$ cat src/rtl/cee_pkg.sv
// shared types, constants and helpers of the chebyshev ephemeris evaluator
// no dependencies; imported by every module of the block
package cee_pkg;

    localparam int MAX_COEFF_DEF   = 16;
    localparam int MAX_RECORDS_DEF = 1024;

    localparam int REC_W      = 10;
    localparam int WORD_W     = 6;
    localparam int VAL_W      = 64;
    localparam int ACC_W      = 72;
    localparam int CFG_ADDR_W = 2;
    localparam int DIV_CNT_W  = 7;
    localparam int NUM_W      = 126;

    localparam logic [DIV_CNT_W-1:0] IDX_STEPS  = 7'd64;
    localparam logic [DIV_CNT_W-1:0] NORM_STEPS = 7'd126;

    localparam logic [63:0] Q61_ONE = 64'h2000_0000_0000_0000;
    localparam logic [63:0] S64_MIN = 64'h8000_0000_0000_0000;
    localparam logic [63:0] S64_MAX = 64'h7FFF_FFFF_FFFF_FFFF;

    typedef enum logic [CFG_ADDR_W-1:0] {
        CFG_START_TIME   = 2'd0,
        CFG_RECORD_SPAN  = 2'd1,
        CFG_COEFF_COUNT  = 2'd2,
        CFG_RECORD_COUNT = 2'd3
    } cfg_addr_t;

    // one record word write request into the store
    typedef struct packed {
        logic              en;
        logic [REC_W-1:0]  rec;
        logic [WORD_W-1:0] word;
        logic [VAL_W-1:0]  data;
    } store_wr_t;

    typedef enum logic [3:0] {
        ST_IDLE,
        ST_IDX_START,
        ST_IDX_WAIT,
        ST_NORM_START,
        ST_NORM_WAIT,
        ST_T_MUL,
        ST_T_WAIT,
        ST_C_RD,
        ST_C_MUL,
        ST_C_WAIT,
        ST_DONE
    } state_t;

    // saturate a signed 128 bit value to 64 bits
    function automatic logic [63:0] sat64(input logic [127:0] v);
        if (v[127:63] == {65{1'b0}} || v[127:63] == {65{1'b1}})
            return v[63:0];
        else if (v[127])
            return S64_MIN;
        else
            return S64_MAX;
    endfunction

endpackage

$ cat src/rtl/cee_mul.sv
// shared signed 64x64 multiplier, four 32x32 partial products over cycles
// depends on cee_pkg; full 128 bit product is valid while done is high
module cee_mul
    import cee_pkg::*;
(
    input  logic         aclk,
    input  logic         aresetn,
    input  logic         start,
    input  logic [63:0]  a,
    input  logic [63:0]  b,
    output logic         done,
    output logic [127:0] p
);

    logic [63:0]  ma_reg;
    logic [63:0]  mb_reg;
    logic         neg_reg;
    logic [127:0] acc_reg;
    logic [2:0]   step_reg;
    logic         busy_reg;
    logic         done_reg;

    logic [31:0]  a_part;
    logic [31:0]  b_part;
    logic [63:0]  pp;
    logic [127:0] pp_sh;

    // partial product selected by the step
    always_comb begin
        a_part = step_reg[1] ? ma_reg[63:32] : ma_reg[31:0];
        b_part = step_reg[0] ? mb_reg[63:32] : mb_reg[31:0];
        pp     = a_part * b_part;
        case (step_reg[1:0])
            2'd0:    pp_sh = {64'd0, pp};
            2'd3:    pp_sh = {pp, 64'd0};
            default: pp_sh = {32'd0, pp, 32'd0};
        endcase
    end

    // control
    always_ff @(posedge aclk) begin
        if (!aresetn) begin
            busy_reg <= 1'b0;
            done_reg <= 1'b0;
        end else begin
            done_reg <= 1'b0;
            if (start) begin
                busy_reg <= 1'b1;
            end else if (busy_reg && step_reg == 3'd4) begin
                busy_reg <= 1'b0;
                done_reg <= 1'b1;
            end
        end
    end

    // magnitude accumulate, then sign fix
    always_ff @(posedge aclk) begin
        if (start) begin
            ma_reg   <= a[63] ? (64'd0 - a) : a;
            mb_reg   <= b[63] ? (64'd0 - b) : b;
            neg_reg  <= a[63] ^ b[63];
            acc_reg  <= '0;
            step_reg <= '0;
        end else if (busy_reg) begin
            if (step_reg != 3'd4) begin
                acc_reg  <= acc_reg + pp_sh;
                step_reg <= step_reg + 1'b1;
            end else if (neg_reg) begin
                acc_reg <= 128'd0 - acc_reg;
            end
        end
    end

    assign done = done_reg;
    assign p    = acc_reg;

endmodule

$ cat config.mk
export PLATFORM = sky130hd
export DESIGN_NAME = cee_mul
export DESIGN_NICKNAME = d
export VERILOG_FILES = /design/src/rtl/cee_pkg.sv /design/src/rtl/cee_mul.sv
export SDC_FILE = /design/constraint.sdc
export NUM_CORES = 2
export LEC_CHECK = 0
export ABC_AREA = 0
export BUFFER_PORTS_ARGS = -buffer_cell sky130_fd_sc_hd__buf_2
export CAP_MARGIN = 20
export CORE_ASPECT_RATIO = 0.75
export CORE_MARGIN = 3
export CORE_UTILIZATION = 45
export CTS_CLUSTER_SIZE = 40
export DETAILED_ROUTE_END_ITERATION = 8
export GPL_ROUTABILITY_DRIVEN = 0
export GPL_TIMING_DRIVEN = 1
export HOLD_SLACK_MARGIN = 0.03
export REMOVE_ABC_BUFFERS = 1
export SLEW_MARGIN = 20
export SYNTH_ARGS = -nofsm -noshare
export SYNTH_HDL_FRONTEND = slang
export SYNTH_SLANG_ARGS = --single-unit
$ cat constraint.sdc
create_clock -name aclk -period 16.9 [get_ports aclk]
set_input_delay 3.38 -clock aclk [delete_from_list [all_inputs] [get_ports aclk]]
set_output_delay 3.38 -clock aclk [all_outputs]
set_load 0.02 [all_outputs]
==> flow_summary.rst <==
.. list-table::
   :header-rows: 1

   * - Metric
     - Value
   * - Worst R2R Path Depth
     - 36
   * - Register area share after synthesis
     - 11.4%
   * - Post-CTS Hold Buffers
     - 0
   * - Adder and majority cell fraction of the synthesized area
     - 40.1%
   * - Aggregate negative setup slack
     - 0 ps
   * - CP arrival
     - 14800 ps
   * - Area fraction in and, or, nand and nor cells after synthesis
     - 18.2%
   * - Worst slack after detailed placement
     - 3140 ps
   * - Worst path most repeated cell
     - fa_1
   * - Standard cell core area
     - 125000 um^2
   * - Maximum clock rate
     - 0.0699 GHz
   * - Number of instances on the worst hold path
     - 2
   * - Post-CTS Setup Inserts
     - 0
   * - Classification of the worst-slack hold path
     - reg -> reg
   * - Vias in the first global route
     - 51300
   * - Horizontal die dimension
     - 418 um
   * - Cells resized by post-CTS repair
     - 0
   * - Most common cell after layout, fill and taps aside
     - inv_1
   * - Post-Route Hold Slack
     - 551 ps
   * - Biggest cell delay along the critical path
     - 1020 ps
   * - Post-route antenna net violation count
     - 1
   * - Kind of end point of the critical path
     - register
   * - Xor-xnor portion of the synthesized cell area
     - 4.51%
   * - Residual overflow from global routing
     - 0
   * - Capture instance of the worst register-to-register path
     - p[127]$_SDFFE_PP0P_
   * - Final HPWL DP
     - 172 mm
   * - Overall die height
     - 315 um
   * - Minimum setup slack in the final design
     - 2590 ps
   * - Maximum clock skew at final layout
     - 56.3 ps
   * - Num ports
     - 260
   * - Setup repair after global routing missed its margin
     - false
   * - Hold endpoint
     - p[16]$_SDFFE_PP0P_
   * - Port Buf Inserts
     - 259
   * - Failing checks
     - antenna rules
   * - Number of max-slew violations in the final report
     - 0
   * - Required time reported for the critical path endpoint
     - 17390 ps
   * - Compound-Gate Fraction of Synth Area
     - 14.7%
   * - CTS tree
     - done
   * - Overall die area
     - 132000 um^2
   * - Starting Density
     - 45.7%
   * - GRT Util Overall
     - 33.1%
   * - Largest family of logic cells by synthesized area
     - adder cells
   * - Initial antenna violation count
     - 10
   * - Top library cells by usage in the layout, fill and taps aside
     - 940 x inv_1, 929 x nor2_1, 897 x fa_1
   * - Clock Latency Late Sink
     - 620 ps
   * - Mux share of post-synthesis cell area
     - 2.38%
   * - CP startpoint
     - step_reg[0]$_SDFFE_PP0P_
   * - Pin count of the biggest net entering global routing
     - 85
   * - Syn Area/Cell
     - 8.22 um^2
   * - Startpoint-to-endpoint class of the critical path
     - reg -> reg
   * - Deepest clock path buffer count
     - 3
   * - Number of flip-flops in the largest register
     - 128
   * - Share of flip-flops with an asynchronous set or reset
     - 0%
   * - Hold violation total from the final report
     - 0
   * - Unique cell type count in the Yosys netlist
     - 82
   * - # rows
     - 112
   * - CTS Sinks
     - 262
   * - Per-cell via count in the routed design
     - 6.09
   * - Final clock period utilization by the worst path
     - 84.7%
   * - Reg2reg start
     - step_reg[0]$_SDFFE_PP0P_
   * - Max-Cap Viols
     - 0
   * - Status
     - finished, violations left
   * - Number of register bits inferred by synthesis
     - 262
   * - Internal reg-to-reg setup slack
     - 2590 ps
   * - Post-synth EDFFs
     - 129
   * - Root Buffer
     - clkbuf_16
   * - Area growth syn-to-layout
     - 7.77%
   * - Gate count of the mapped netlist
     - 6963
   * - Register clock-pin slew on the reported worst setup and hold paths
     - 60 ps
   * - Launch instance of the worst min-delay path
     - p[16]$_SDFFE_PP0P_
   * - Setup violation total in the final timing report
     - 0
   * - Number of buffers added by the clock tree synthesis step
     - 36
   * - Share of final-layout standard cells stronger than drive strength 1
     - 8.38%
   * - Post-synthesis cell area
     - 57200 um^2
   * - Routed wire length
     - 220 mm
   * - Top_reg_cell synth
     - dfxtp_1
   * - Layout net count
     - 8432
   * - Worst Tran Pin Value
     - 1300 ps
   * - Initial detailed-routing violation count
     - 6321
   * - Period minus WS final
     - 14310 ps
   * - Number of warnings reported in the yosys synthesis log
     - 0
   * - Count of TritonRoute iterations in the first routing pass
     - 8
   * - H-tree Lvls
     - 2
   * - Cell with the largest stage delay on the worst path
     - a221oi_1
   * - Startpoint types
     - register
   * - Critical-path maximum fanout
     - 45
   * - Average detailed-routed wire length per instance
     - 25.3 um
   * - Detailed-route via count
     - 53000
   * - Wire length of the first global-routing pass
     - 328 mm
   * - Max-slew headroom
     - 12.9%
   * - Number of remaining DRC errors
     - 0
==> metrics by stage <==
| step | util [%] | instances | instance area [um^2] |
|---|---|---|---|
| floorplan | - | 6586 | 55800 |
| global placement | 48.2 | 8618 | 60400 |
| detailed placement | 48.2 | 8618 | 60400 |
| CTS | 49.2 | 8683 | 61700 |
| global route | 49.2 | 8683 | 61700 |
| finish | 49.2 | 8698 | 61700 |
==> cell usage after synthesis, types with 54 or more instances <==
| master | n | share of area (%) |
|---|---|---|
| nand4_1 | 97 | 1.1 |
| fa_1 | 897 | 31 |
| a211oi_1 | 73 | 0.96 |
| xor2_1 | 64 | 0.98 |
| mux2i_1 | 64 | 1.1 |
| xnor2_1 | 231 | 3.5 |
| o21ai_0 | 277 | 2.4 |
| a21oi_1 | 361 | 3.2 |
| mux2_2 | 54 | 1.1 |
| and2_1 | 68 | 0.74 |
| nor3_1 | 120 | 1.0 |
| nand3_1 | 65 | 0.57 |
| a21o_1 | 141 | 1.8 |
| nor2_1 | 930 | 6.1 |
| inv_1 | 940 | 6.2 |
| ha_1 | 401 | 8.8 |
| or3_1 | 67 | 0.73 |
| o31ai_1 | 58 | 0.76 |
| dfxtp_1 | 133 | 4.7 |
| clkbuf_1 | 353 | 2.3 |
| edfxtp_1 | 129 | 6.8 |
| nand2_1 | 765 | 5.0 |
==> routing by layer <==
metal  track usage (%)  wire length [um]  vias up  share of wire [%]
met2              46.6             89000     3145                 41
met4              12.3              9520       10                4.3
li1                  -                 -    23100                  -
met3              12.2             30600      526                 14
met1              46.2             90300    26200                 41
met5              1.03               203        -              0.092
==> worst max-delay path, delay by kind of cell, from the launching register on <==
family                     cells  cell delay, ps
DFF                            1             920
adders and majority gates     10            4870
AOI/OAI and AO/OA             10            4500
muxes                          1             750
and+or+nand+nor                9            1610
xor gates and xnor gates       2             480
buffers and inverters          4             960
==> final cells by class <==
class | count | area (um^2)
Fill cell | 12300 | 63600
Multi-Input combinational cell | 5384 | 46100
Sequential cell | 262 | 6540
Inverter | 940 | 3530
Timing Repair Buffer | 379 | 2210
Tap cell | 1653 | 2070
Clock buffer | 43 | 978
Clock inverter | 22 | 264
Antenna cell | 15 | 37.5
==> cell families after synthesis <==
family / count (synthesis)
AO/OA/AOI/OAI: 1313
XOR/XNOR: 295
adder cells (fa/ha/maj): 1298
buffers and inverters: 1317
flip-flops: 262
multiplexers: 128
AND/OR/NAND/NOR: 2350
==> worst max path at each step <==
stage,end,slack (ps),depth (start not counted)
after global routing,p[127]$_SDFFE_PP0P_,2190,39
after detailed placement,p[127]$_SDFFE_PP0P_,3140,36
after CTS,p[127]$_SDFFE_PP0P_,3090,39
after global placement,p[127]$_SDFFE_PP0P_,3210,36
after floorplan,p[127]$_SDFFE_PP0P_,3990,37
final,p[127]$_SDFFE_PP0P_,2590,36
Power is not shown: default switching activity piles up to over one toggle a cycle in this logic, so the estimate is an artifact.
