===== config.mk =====
export PLATFORM = sky130hd
export DESIGN_NAME = cee_div
export DESIGN_NICKNAME = d
export VERILOG_FILES = /design/src/rtl/cee_pkg.sv /design/src/rtl/cee_div.sv
export SDC_FILE = /design/constraint.sdc
export NUM_CORES = 1
export LEC_CHECK = 0
export BUFFER_PORTS_ARGS = -buffer_cell sky130_fd_sc_hd__buf_4
export CAP_MARGIN = 20
export CORE_MARGIN = 1
export CORE_UTILIZATION = 55
export DETAILED_ROUTE_END_ITERATION = 8
export GPL_TIMING_DRIVEN = 0
export PLACE_DENSITY = 0.78
export SLEW_MARGIN = 5
export SYNTH_ARGS = -nofsm -noshare
export SYNTH_HDL_FRONTEND = slang
export SYNTH_SLANG_ARGS = --single-unit

===== constraint.sdc =====
create_clock -name aclk -period 8.45 [get_ports aclk]
set_input_delay 1.2675 -clock aclk [delete_from_list [all_inputs] [get_ports aclk]]
set_output_delay 1.2675 -clock aclk [all_outputs]
set_load 0.1 [all_outputs]

===== src/rtl/cee_pkg.sv =====
// shared types, constants and helpers of the chebyshev ephemeris evaluator
// no dependencies; imported by every module of the block
package cee_pkg;

    localparam int MAX_COEFF_DEF   = 16;
    localparam int MAX_RECORDS_DEF = 1024;

    localparam int REC_W      = 10;
    localparam int WORD_W     = 6;
    localparam int VAL_W      = 64;
    localparam int ACC_W      = 72;
    localparam int CFG_ADDR_W = 2;
    localparam int DIV_CNT_W  = 7;
    localparam int NUM_W      = 126;

    localparam logic [DIV_CNT_W-1:0] IDX_STEPS  = 7'd64;
    localparam logic [DIV_CNT_W-1:0] NORM_STEPS = 7'd126;

    localparam logic [63:0] Q61_ONE = 64'h2000_0000_0000_0000;
    localparam logic [63:0] S64_MIN = 64'h8000_0000_0000_0000;
    localparam logic [63:0] S64_MAX = 64'h7FFF_FFFF_FFFF_FFFF;

    typedef enum logic [CFG_ADDR_W-1:0] {
        CFG_START_TIME   = 2'd0,
        CFG_RECORD_SPAN  = 2'd1,
        CFG_COEFF_COUNT  = 2'd2,
        CFG_RECORD_COUNT = 2'd3
    } cfg_addr_t;

    // one record word write request into the store
    typedef struct packed {
        logic              en;
        logic [REC_W-1:0]  rec;
        logic [WORD_W-1:0] word;
        logic [VAL_W-1:0]  data;
    } store_wr_t;

    typedef enum logic [3:0] {
        ST_IDLE,
        ST_IDX_START,
        ST_IDX_WAIT,
        ST_NORM_START,
        ST_NORM_WAIT,
        ST_T_MUL,
        ST_T_WAIT,
        ST_C_RD,
        ST_C_MUL,
        ST_C_WAIT,
        ST_DONE
    } state_t;

    // saturate a signed 128 bit value to 64 bits
    function automatic logic [63:0] sat64(input logic [127:0] v);
        if (v[127:63] == {65{1'b0}} || v[127:63] == {65{1'b1}})
            return v[63:0];
        else if (v[127])
            return S64_MIN;
        else
            return S64_MAX;
    endfunction

endpackage


===== src/rtl/cee_div.sv =====
// shared restoring divider, one quotient bit per cycle
// depends on cee_pkg; used for the record index and the time normalization
module cee_div
    import cee_pkg::*;
(
    input  logic                 aclk,
    input  logic                 aresetn,
    input  logic                 start,
    input  logic [NUM_W-1:0]     num,
    input  logic [DIV_CNT_W-1:0] steps,
    input  logic [63:0]          divisor,
    output logic                 done,
    output logic [63:0]          q,
    output logic                 big
);

    logic [NUM_W-1:0]     num_reg;
    logic [DIV_CNT_W-1:0] cnt_reg;
    logic [63:0]          div_reg;
    logic [63:0]          rem_reg;
    logic [63:0]          q_reg;
    logic                 big_reg;
    logic                 busy_reg;
    logic                 done_reg;

    logic [64:0] rem_sh;
    logic [64:0] rem_diff;
    logic        ge;
    logic [63:0] rem_next;
    logic [63:0] q_next;

    // one restoring step
    always_comb begin
        rem_sh   = {rem_reg, num_reg[NUM_W-1]};
        rem_diff = rem_sh - {1'b0, div_reg};
        ge       = rem_sh >= {1'b0, div_reg};
        rem_next = ge ? rem_diff[63:0] : rem_sh[63:0];
        q_next   = {q_reg[62:0], ge};
    end

    // control
    always_ff @(posedge aclk) begin
        if (!aresetn) begin
            busy_reg <= 1'b0;
            done_reg <= 1'b0;
        end else begin
            done_reg <= 1'b0;
            if (start) begin
                busy_reg <= 1'b1;
            end else if (busy_reg && cnt_reg == '0) begin
                busy_reg <= 1'b0;
                done_reg <= 1'b1;
            end
        end
    end

    // datapath
    always_ff @(posedge aclk) begin
        if (start) begin
            num_reg <= num;
            cnt_reg <= steps;
            div_reg <= divisor;
            rem_reg <= '0;
            q_reg   <= '0;
            big_reg <= 1'b0;
        end else if (busy_reg && cnt_reg != '0) begin
            num_reg <= {num_reg[NUM_W-2:0], 1'b0};
            cnt_reg <= cnt_reg - 1'b1;
            rem_reg <= rem_next;
            q_reg   <= q_next;
            big_reg <= big_reg | q_reg[63];
        end
    end

    assign done = done_reg;
    assign q    = q_reg;
    assign big  = big_reg;

endmodule


==> flow_metrics.tcl, run 1 <==
set metrics [dict create \
    fin_skew_ps 21.28 \
    cts_sinks 328 \
    ys_ff_latch 328 \
    clk-insertion-delay-late_ps 540 \
    max_cap_violations 0 \
    async_flop_share_pct 0 \
    worst_slack_ps 4581 \
    ioPinCount 266 \
    core-area_sq_mm 0.02995 \
    critPathSlowestCell "buf_4" \
    yosysWarnings 0 \
    finalCritPeriodShare_pct 45.79 \
    ys_types 78 \
    timing.slew.headroom_pct 31.93 \
    wire_per_inst_microns 19.19 \
    seq_area_frac_synth_pct 50.42 \
    crit_top_cell "clkbuf_1" \
    die_w_microns 177.5 \
    max_stage_delay_ps 640 \
    cts.repair.resized 0 \
    drive_gt1_share_pct 24.61 \
    synthCells 1679 \
    core.rowCount 63 \
    hp-class "reg -> reg" \
    crit_arrival_ps 4040 \
    dp_slack_ps 3918 \
    wl_microns 46100 \
    synth_nets 1946 \
    routed_via_density 5.798 \
    initial_core_util_pct 56.53 \
    drt-pass1-iter-count 6 \
    syn_area_per_cell_sq_um 10.08 \
    worst_pin_slew_ps 1008 \
    portBuffers 265 \
    cts_tree "built" \
    synth_flop_cell "edfxtp_1" \
    final_nets 2250 \
    htreeDepth 2 \
    vdd_drop_max_uv 191.1 \
    period_needed_ps 3869 \
    largest_reg_flops 126 \
    rsz0062_at_grt "no" \
    ant_nets 0 \
    slew_violations 0 \
    worstPathRequired_ps 8620 \
    track_usage_pct 28.89 \
    fmax_mhz 258.5 \
    start_kind "input pin" \
    setup_tns_ps 0 \
    cellPowerDensity_mw_per_mm2 211.0 \
    hpwl_microns 33440 \
    crit_chain "buf_4 > clkbuf_1 > clkbuf_1 > nor2_1 > inv_6 > buf_16" \
    root_buffer "clkbuf_16" \
    leakage_nw 8.369 \
    cts_buffers 36 \
    die_h_microns 177.5 \
    worstPathMaxFanout 94 \
    synthesis.area_sq_mm 0.01693 \
    path_clk_slew_ps 60 \
    grt_pass1_vias 13890 \
    synth_edf_count 197 \
    setup_violations 0 \
    clock_path_buffers 3 \
    critPathKind "in -> reg" \
    gp_congestion 0.9552 \
    drt_iter0_drc 1053 \
    status "finished clean" \
    fillers 2324 \
    hold_buffers 0 \
    grt_pass1_wl_microns 71010 \
    area_growth_pct 21.78 \
    drc_errors 0 \
    postCtsSetupRepairBufs 0 \
    fp.dieArea_sq_mm 0.03149 \
    cp-end-kind "flip-flop" \
    hold_viol_final 0 \
    grt_max_degree 95 \
    globalRoute.totalOverflow 0 \
    antenna_found_initial 1 \
    via_count 13930 \
]
cells in the mapped netlist (8+ instances only):
| cell type | count | area (sq um) |
|---|---|---|
| nor3_1 | 19 | 95.09 |
| nand2_1 | 294 | 1104 |
| a31oi_1 | 9 | 56.30 |
| buf_2 | 14 | 70.07 |
| a21oi_1 | 150 | 750.7 |
| dfxtp_1 | 131 | 2623 |
| ha_1 | 66 | 825.8 |
| nor2_1 | 100 | 375.4 |
| edfxtp_1 | 197 | 5916 |
| nand3_1 | 22 | 110.1 |
| xnor2_1 | 30 | 262.8 |
| clkbuf_1 | 69 | 259.0 |
| and3_1 | 9 | 56.30 |
| a211oi_1 | 9 | 67.56 |
| nand4_1 | 19 | 118.9 |
| a311oi_1 | 49 | 429.2 |
| or3_1 | 12 | 75.07 |
| mux2_2 | 128 | 1441 |
| o21a_1 | 15 | 112.6 |
| xor2_1 | 23 | 201.4 |
| nand2b_1 | 8 | 50.05 |
| a21o_1 | 28 | 210.2 |
| inv_1 | 88 | 330.3 |
| o211ai_1 | 13 | 97.59 |
| o21ai_0 | 59 | 295.3 |
| o21bai_1 | 15 | 112.6 |
per-layer routing:
metal / part of all wire, % / vias to the layer above / global-route usage (%)
li1: - / 6666 / -
met1: 39 / 6535 / 34.28
met2: 47 / 583 / 48.73
met3: 9.0 / 143 / 7.991
met4: 4.2 / 0 / 12.86
met5: 0 / - / 0
kinds of logic (layout without fill, tap and decap cells):
family	count (synthesis)	count (layout)	share of synthesized area, %
AND/OR/NAND/NOR	522	522	13.48
AO/OA/AOI/OAI	396	396	15.31
flip-flops	328	328	50.42
buffers and inverters	183	515	4.419
multiplexers	130	130	8.631
adder cells (fa/ha/maj)	67	67	4.995
XOR/XNOR	53	53	2.741
other	0	1	0
area by class of cell:
class	count	area, sq um	share of cell area (%)
Antenna cell	1	2.502	0.01214
Buffer	95	417.9	2.027
Clock buffer	44	962.2	4.666
Clock inverter	22	212.7	1.032
Inverter	88	335.3	1.626
Multi-Input combinational cell	1168	7646	37.08
Sequential cell	328	8538	41.41
Tap cell	390	488.0	2.367
Timing Repair Buffer	266	2017	9.782
through the flow:
step	utilization, %	hold slack, ps	instance area [sq um]	instances	power (mW)
2_1_floorplan	-	422.9	16930	1679	2.513
3_3_place_gp	64.80	429.3	19410	2334	2.770
3_5_place_dp	64.91	449.9	19440	2335	2.788
4_1_cts	68.83	459.0	20620	2401	4.362
5_1_grt	68.83	485.6	20620	2401	4.532
6_report	68.84	458.4	20620	2402	4.352
path summary, 6_finish.rpt:
check,cells past startpoint,endpoint,slack [ps],start
worst min register to register,2,q[62]$_SDFFE_PP0P_,460,q[61]$_SDFFE_PP0P_
worst min-delay path,2,q[62]$_SDFFE_PP0P_,460,q[61]$_SDFFE_PP0P_
worst max-delay path,6,num_reg[24]$_DFFE_PP_,4580,start
worst max register to register,13,rem_reg[60]$_SDFFE_PP0P_,4670,num_reg[125]$_DFFE_PP_
critical path: cells and delay by family:
kind	cells	cell delay [ps]
buffers and inverters	5	2330
AND/OR/NAND/NOR	1	360
where the power goes:
part | total (mW) | leakage (nW) | switching (mW) | internal [mW]
clock | 1.58 | 0.571 | 0.664 | 0.913
sequential | 1.90 | 3.03 | 0.0577 | 1.85
combinational | 0.872 | 4.77 | 0.517 | 0.355
layout by cell type (no fill, tap or decap), drive strengths merged, types with 3 or more instances in the layout:
cell and instances:
nand2 296, buf 290, edfxtp 197, a21oi 151, dfxtp 131, mux2 128
clkbuf 115, nor2 101, inv 91, ha 66, o21ai 66, a311oi 49
xnor2 30, a21o 28, nand3 24, xor2 23, nor3 19, nand4 19
o21a 16, o21bai 15, o211ai 15, clkinv 13, or3 12, a211oi 11
and3 9, a31oi 9, nand2b 8, nor4 7, nor2b 7, a21boi 7
and2 6, and4 4, or2 4, a211o 3, bufinv 3, a221oi 3
nand4b 3, clkinvlp 3
Note: power is estimated with default switching activity, not from simulation.
==> inputs of run 2 (changes only) <==
--- a/config.mk
+++ b/config.mk
@@ -8,10 +8,10 @@
 export BUFFER_PORTS_ARGS = -buffer_cell sky130_fd_sc_hd__buf_4
 export CAP_MARGIN = 20
 export CORE_MARGIN = 1
-export CORE_UTILIZATION = 55
+export CORE_UTILIZATION = 52
 export DETAILED_ROUTE_END_ITERATION = 8
 export GPL_TIMING_DRIVEN = 0
-export PLACE_DENSITY = 0.78
+export PLACE_DENSITY = 0.77
 export SLEW_MARGIN = 5
 export SYNTH_ARGS = -nofsm -noshare
 export SYNTH_HDL_FRONTEND = slang
==> constraint.sdc (replaced) <==
create_clock -name aclk -period 3.5 [get_ports aclk]
set_input_delay 0.525 -clock aclk [delete_from_list [all_inputs] [get_ports aclk]]
set_output_delay 0.525 -clock aclk [all_outputs]
set_load 0.1 [all_outputs]
==> run 2 against run 1 <==
  * Die area is 5.7% higher
  * Worst hold slack worse by 310 ps
  * Sequential power is 140% higher
  * First-iteration DRC count down 9.3%
  * Largest power group unchanged
  * Clock skew hardly changed
  * Via count decreased by 0.83%
  * Utilization decreased by 3.4 points
  * Non-clock buffer count is 7 higher
  * Combinational power is 150% higher
  * Cell area up 0.93%
  * Largest cell class unchanged
  * Highest routed layer is now met5
  * Global-route usage down 1.5 points
  * Critical endpoint is now rem_reg[39]$_SDFFE_PP0P_
==> flow_metrics.tcl, run 2 (same netlist as run 1, synthesis figures left out) <==
set metrics [dict create \
    place_inst 2382 \
    cts_sinks 328 \
    core.rowCount 65 \
    wl_microns 45750 \
    hold_viol_final 0 \
    r2r_setup_slack_ps 150 \
    crit_chain "inv_1 > ha_1 > clkbuf_2 > nand2_1 > nor3_1 > nand2_1 > or3_1 > a21o_1 > a211oi_4 > o21a_4 > nor2_4 > buf_6 > or3_1 > a21oi_1" \
    endpoint "rem_reg[39]$_SDFFE_PP0P_" \
    antenna_cells 0 \
    worst-path-buf-inv 3 \
    largest_reg_flops 126 \
    vdd_drop_max_uv 428.5 \
    critPathKind "reg -> reg" \
    worst_pin_slew_ps 851.2 \
    grt_pass1_wl_microns 71990 \
    core-area_sq_mm 0.03180 \
    clock_path_buffers 3 \
    worstPathMaxFanout 10 \
    ant_nets 0 \
    max_cap_violations 0 \
    stdcell_count 2449 \
    setup_violations 0 \
    worstPathRequired_ps 3980 \
    fillers 2545 \
    cp.depth 14 \
    drive_gt1_share_pct 25.82 \
    htreeDepth 2 \
    via_count 13810 \
    drc_errors 0 \
    start_kind "flip-flop" \
    cp-end-kind "flip-flop" \
    drt_iter0_drc 955 \
    fin_skew_ps 20.80 \
    fmax_mhz 298.8 \
    cts_buffers 36 \
    final_nets 2257 \
    wire_per_inst_microns 18.68 \
    final_common_cell "nand2_1" \
    area_growth_pct 22.91 \
    die_w_microns 182.5 \
    leakage_nw 8.406 \
    max_stage_delay_ps 440 \
    routed_via_density 5.640 \
    gp_congestion 0.9629 \
    fp.dieArea_sq_mm 0.03329 \
    period_needed_ps 3347 \
    ff2ff_path_depth 14 \
    status "finished clean" \
    startpoint "div_reg[25]$_DFFE_PP_" \
    ioPinCount 266 \
    post_dp_cell_area_sq_mm 0.01955 \
    whs_ps 150.7 \
    crit_arrival_ps 3820 \
    power.total_mw 10.35 \
    die_h_microns 182.5 \
    grt_max_degree 66 \
    hpwl_microns 33750 \
    finalCritPeriodShare_pct 95.62 \
    r2r_end "rem_reg[39]$_SDFFE_PP0P_" \
    grt_pass1_vias 13800 \
    cts_tree "built" \
    root_buffer "clkbuf_16" \
    final_cell_mix "nand2_1 (294), buf_4 (273), edfxtp_1 (197)" \
    drt-pass1-iter-count 5 \
    clk-insertion-delay-late_ps 550 \
    worstReg2RegStart "div_reg[25]$_DFFE_PP_" \
    design_area_sq_mm 0.02081 \
    slew_violations 0 \
    critPathSlowestCell "or3_1" \
    globalRoute.totalOverflow 0 \
    timing.slew.headroom_pct 42.53 \
    path_clk_slew_ps 60 \
    path_delay_family "simple AND/OR/NAND/NOR gates" \
    hp-class "in -> reg" \
    initial_core_util_pct 53.25 \
    cellPowerDensity_mw_per_mm2 497.3 \
    track_usage_pct 27.41 \
    min_from "divisor[58]" \
    portBuffers 265 \
    antenna_found_initial 1 \
]
[run 2: cell types whose count changed in the layout (fill, tap and decap cells not counted), moves of 3 or more]
cell	previous run	this run
a31oi_2	0	3
bufinv_16	3	0
clkbuf_2	2	5
clkbuf_8	1	5
buf_6	3	7
clkbuf_1	75	71
a31oi_1	9	6
buf_12	0	3
buf_4	270	273
clkinv_1	7	3
[run 2: metrics by stage]
stage,worst slack (ps),utilization (%),setup TNS [ps]
2_1_floorplan,-215.8,-,-28700
3_3_place_gp,-1773,61.30,-235610
3_5_place_dp,-368.5,61.49,-22360
4_1_cts,16.97,65.03,0
5_1_grt,-11.31,65.45,-44.35
6_report,153.4,65.45,0
[run 2: worst min-delay path by stage]
| stage | endpoint | slack (ps) | cells after the start |
|---|---|---|---|
| 2_1_floorplan | done$_SDFF_PP0_ | 420 | 2 |
| 3_3_place_gp | done$_SDFF_PP0_ | 430 | 2 |
| 3_5_place_dp | done$_SDFF_PP0_ | 440 | 2 |
| 4_1_cts | div_reg[58]$_DFFE_PP_ | 130 | 1 |
| 5_1_grt | div_reg[58]$_DFFE_PP_ | 140 | 1 |
| 6_report | div_reg[58]$_DFFE_PP_ | 150 | 1 |
[run 2: layer usage]
metal	global-route usage (%)	vias up	part of all wire (%)
met1	32.66	6549	40
met3	7.324	116	8.3
li1	-	6659	-
met4	10.76	2	3.6
met2	47.08	486	48
met5	0	-	0.037
[run 2: power breakdown]
| part | leakage (nW) | internal (mW) | switching [mW] | total (mW) |
|---|---|---|---|---|
| Clock | 0.544 | 2.04 | 1.57 | 3.61 |
| Sequential | 3.03 | 4.45 | 0.140 | 4.60 |
| Combinational | 4.83 | 0.892 | 1.25 | 2.15 |
| Total | 8.41 | 7.39 | 2.96 | 10.4 |
[run 2: what timing repair did]
item / 4_1_cts / 5_1_grt
pin swaps: 0 / 9
hold buffers: 0 / 0
setup buffers: 0 / 6
gates cloned: 0 / 0
hold endpoints to repair: 0 / 0
endpoints found under the setup margin: 23 / 60
gates resized for setup: 4 / 24
[run 2: area by class of cell]
class / count / area, sq um / share of cell area (%)
repair buffers: 274 / 2095 / 10.06
multi-input cells: 1168 / 7735 / 37.16
clock buffers: 49 / 1012 / 4.864
well taps: 435 / 544.3 / 2.615
inverters: 88 / 334.1 / 1.605
flip-flops and latches: 328 / 8538 / 41.02
plain buffers: 94 / 450.4 / 2.164
clock inverters: 13 / 103.9 / 0.4990
[run 2: worst register-to-register path, cell delays in order (launching register included)]
cell      delay [ps]
edfxtp_1         340
inv_1             60
ha_1             270
clkbuf_2         180
nand2_1          110
nor3_1           190
nand2_1          120
or3_1            320
a21o_1           250
a211oi_4         350
o21a_4           260
nor2_4            70
buf_6            180
or3_1            450
a21oi_1          140
==> inputs of run 3 (changes only) <==
--- a/config.mk
+++ b/config.mk
@@ -5,6 +5,7 @@
 export SDC_FILE = /design/constraint.sdc
 export NUM_CORES = 1
 export LEC_CHECK = 0
+export ABC_AREA = 1
 export BUFFER_PORTS_ARGS = -buffer_cell sky130_fd_sc_hd__buf_4
 export CAP_MARGIN = 20
 export CORE_MARGIN = 1
==> run 3 against run 2 <==
  * Fmax up 3.7%
  * Sequential power is 3% lower
  * Synthesized cell count grew 44%
  * Power down 12%
  * Utilization is 1.1 points lower
  * Cell count rose by 30%
  * Register-to-register slack gained 120 ps
  * Largest cell class unchanged
==> flow_metrics.tcl, run 3 <==
set metrics [dict create \
    cellPowerDensity_mw_per_mm2 418.6 \
    pwr-share-seq_pct 48.7 \
    slew_violations 0 \
    wl_met3_microns 3983 \
    m1WireLength_microns 23480 \
    wire_per_inst_microns 18.02 \
    ys_types 42 \
    setup_violations 0 \
    grt_max_degree 119 \
    routed_via_density 5.240 \
    antenna_found_initial 0 \
    cts_sinks 328 \
    synth_nets 2683 \
    synth_flop_cell "edfxtp_1" \
    intPower_mw 6.859 \
    hold_viol_final 0 \
    seq_area_frac_synth_pct 47.32 \
    yosys.area.top_type_share_pct 32.78 \
    drc_errors 0 \
    worstPathMaxFanout 10 \
    portBuffers 265 \
    globalRoute.totalOverflow 0 \
    routed.top_layer "met4" \
    cts.repair.resized 0 \
    drive_gt1_share_pct 13.18 \
    routed-wl-met2_microns 27900 \
    fmax_mhz 309.8 \
    critPathKind "reg -> reg" \
    final_nets 2987 \
    die_w_microns 188.3 \
    synth_most_common_cell "nand2_1" \
    htreeDepth 2 \
    drt_iter0_drc 1093 \
    fin_skew_ps 33.44 \
    synthCells 2416 \
    hp-class "in -> reg" \
    hold_buffers 0 \
    final_common_cell "nand2_1" \
    via_count 16740 \
    fp.dieArea_sq_mm 0.03545 \
    grt_pass1_vias 16650 \
    setup_tns_ps 0 \
    initial_core_util_pct 53.28 \
    synth_area_leaders "edfxtp_1 (33%), nand2_1 (19%), dfxtp_1 (15%), inv_1 (7.1%), ha_1 (4.6%)" \
    antenna_cells 0 \
    postCtsSetupRepairBufs 0 \
    wl_microns 57550 \
    clk-insertion-delay-late_ps 580 \
    grt_pass1_wl_microns 88400 \
    path_clk_slew_ps 60 \
    root_buffer "clkbuf_16" \
    area_growth_pct 20.75 \
    synth_edf_count 197 \
    synthesis.area_sq_mm 0.01804 \
    die_h_microns 188.3 \
    fin_util_pct 64.34 \
    ys_ff_latch 328 \
    drt-pass1-iter-count 5 \
    whs_ps 122.0 \
    synthTopCellsByCount "nand2_1 (934), inv_1 (342), edfxtp_1 (197)" \
    yosysWarnings 0 \
    worst_pin_slew_ps 1158 \
    syn_area_per_cell_sq_um 7.469 \
    cts_buffers 36 \
    finalCritPeriodShare_pct 92.24 \
    worstPathRequired_ps 3990 \
    clock_path_buffers 3 \
    max_cap_violations 0 \
    clkPwrFrac_pct 41.0 \
    comb_power_share_pct 10.2 \
    swShare_pct 24.81 \
    crit_arrival_ps 3720 \
    switching_power_mw 2.264 \
    cts_tree "built" \
    core-area_sq_mm 0.03387 \
    core.rowCount 67 \
    gp_congestion 1.005 \
    status "finished clean" \
    timing.slew.headroom_pct 22.54 \
    vdd_drop_max_uv 536.7 \
    largest_reg_flops 126 \
    rsz0062_at_grt "no" \
    fillers 3050 \
    ant_nets 0 \
    track_usage_pct 32.42 \
    final_cell_mix "nand2_1 (934), inv_1 (342), buf_4 (267)" \
    ioPinCount 266 \
    synth_top_area_cell "edfxtp_1" \
    period_needed_ps 3228 \
    leakage_nw 10.76 \
    async_flop_share_pct 0 \
    start_kind "flip-flop" \
    hpwl_microns 44930 \
    cp-end-kind "flip-flop" \
]
[run 3: cell count changes after synthesis, sizes merged, moves of 73 or more]
cell   previous run  this run
nand3            24        97
mux2            128         0
inv              88       346
nor2            101       198
nand2           296       943
[run 3: path summary, 6_finish.rpt]
kind / depth (start not counted) / from / slack, ps / endpoint
worst max-delay path: 8 / cnt_reg[0]$_DFFE_PP_ / 270 / rem_reg[5]$_SDFFE_PP0P_
worst min-delay path: 1 / divisor[41] / 120 / div_reg[41]$_DFFE_PP_
worst max register to register: 8 / cnt_reg[0]$_DFFE_PP_ / 270 / rem_reg[5]$_SDFFE_PP0P_
worst min register to register: 2 / busy_reg$_SDFFE_PN0P_ / 470 / done$_SDFF_PP0_
[run 3: area by class of cell]
cell class	count	area, sq um	area share, %
inverter	347	1303	5.978
timing repair buffer	266	2017	9.256
clock buffer	46	968.4	4.444
clock inverter	18	188.9	0.8671
multi-input combinational	1670	7899	36.25
tap	448	560.5	2.573
sequential	328	8538	39.18
buffer	71	315.3	1.447
[run 3: per-layer routing]
metal | vias to the layer above | global-route usage (%)
met2 | 565 | 55.80
met3 | 103 | 7.059
met5 | - | 0
met4 | 0 | 13.57
met1 | 7734 | 39.12
li1 | 8335 | -
[run 3: power by group through the flow]
| stage | Clock, mW | Combinational (mW) | Sequential [mW] |
|---|---|---|---|
| floorplan | 0 | 0.539 | 4.50 |
| global placement | 0 | 0.890 | 4.52 |
| detailed placement | 0 | 0.921 | 4.52 |
| CTS | 3.80 | 0.931 | 4.44 |
| global route | 3.94 | 1.04 | 4.46 |
| finish | 3.74 | 0.935 | 4.44 |
[run 3: metrics by stage]
step | cells | area, sq um | setup slack (ps) | power, mW
after CTS | 3194 | 21790 | 293.0 | 9.172
after floorplan | 2416 | 18050 | 165.4 | 5.042
after global routing | 3194 | 21790 | 172.4 | 9.440
after detailed placement | 3130 | 20630 | 216.6 | 5.442
after global placement | 3129 | 20600 | -1272 | 5.413
final | 3194 | 21790 | 271.7 | 9.122
[run 3: worst max-delay path, cell delays in order, from the launching register on]
cell and delay [ps]:
edfxtp_1 340, inv_1 70, ha_1 190, nand3_1 100, nand2_1 280, nor2_1 970, clkbuf_1 840, o211ai_1 240
nand2_1 110
[run 3: cell families (layout without fill, tap and decap cells)]
family / after synthesis / count (layout) / synth area share [%]
AOI/OAI and AO/OA: 264 / 264 / 8.231
xor gates and xnor gates: 34 / 34 / 1.650
adders and majority gates: 67 / 67 / 4.687
buffers and inverters: 418 / 748 / 8.910
DFF: 328 / 328 / 47.32
and+or+nand+nor: 1305 / 1305 / 29.21
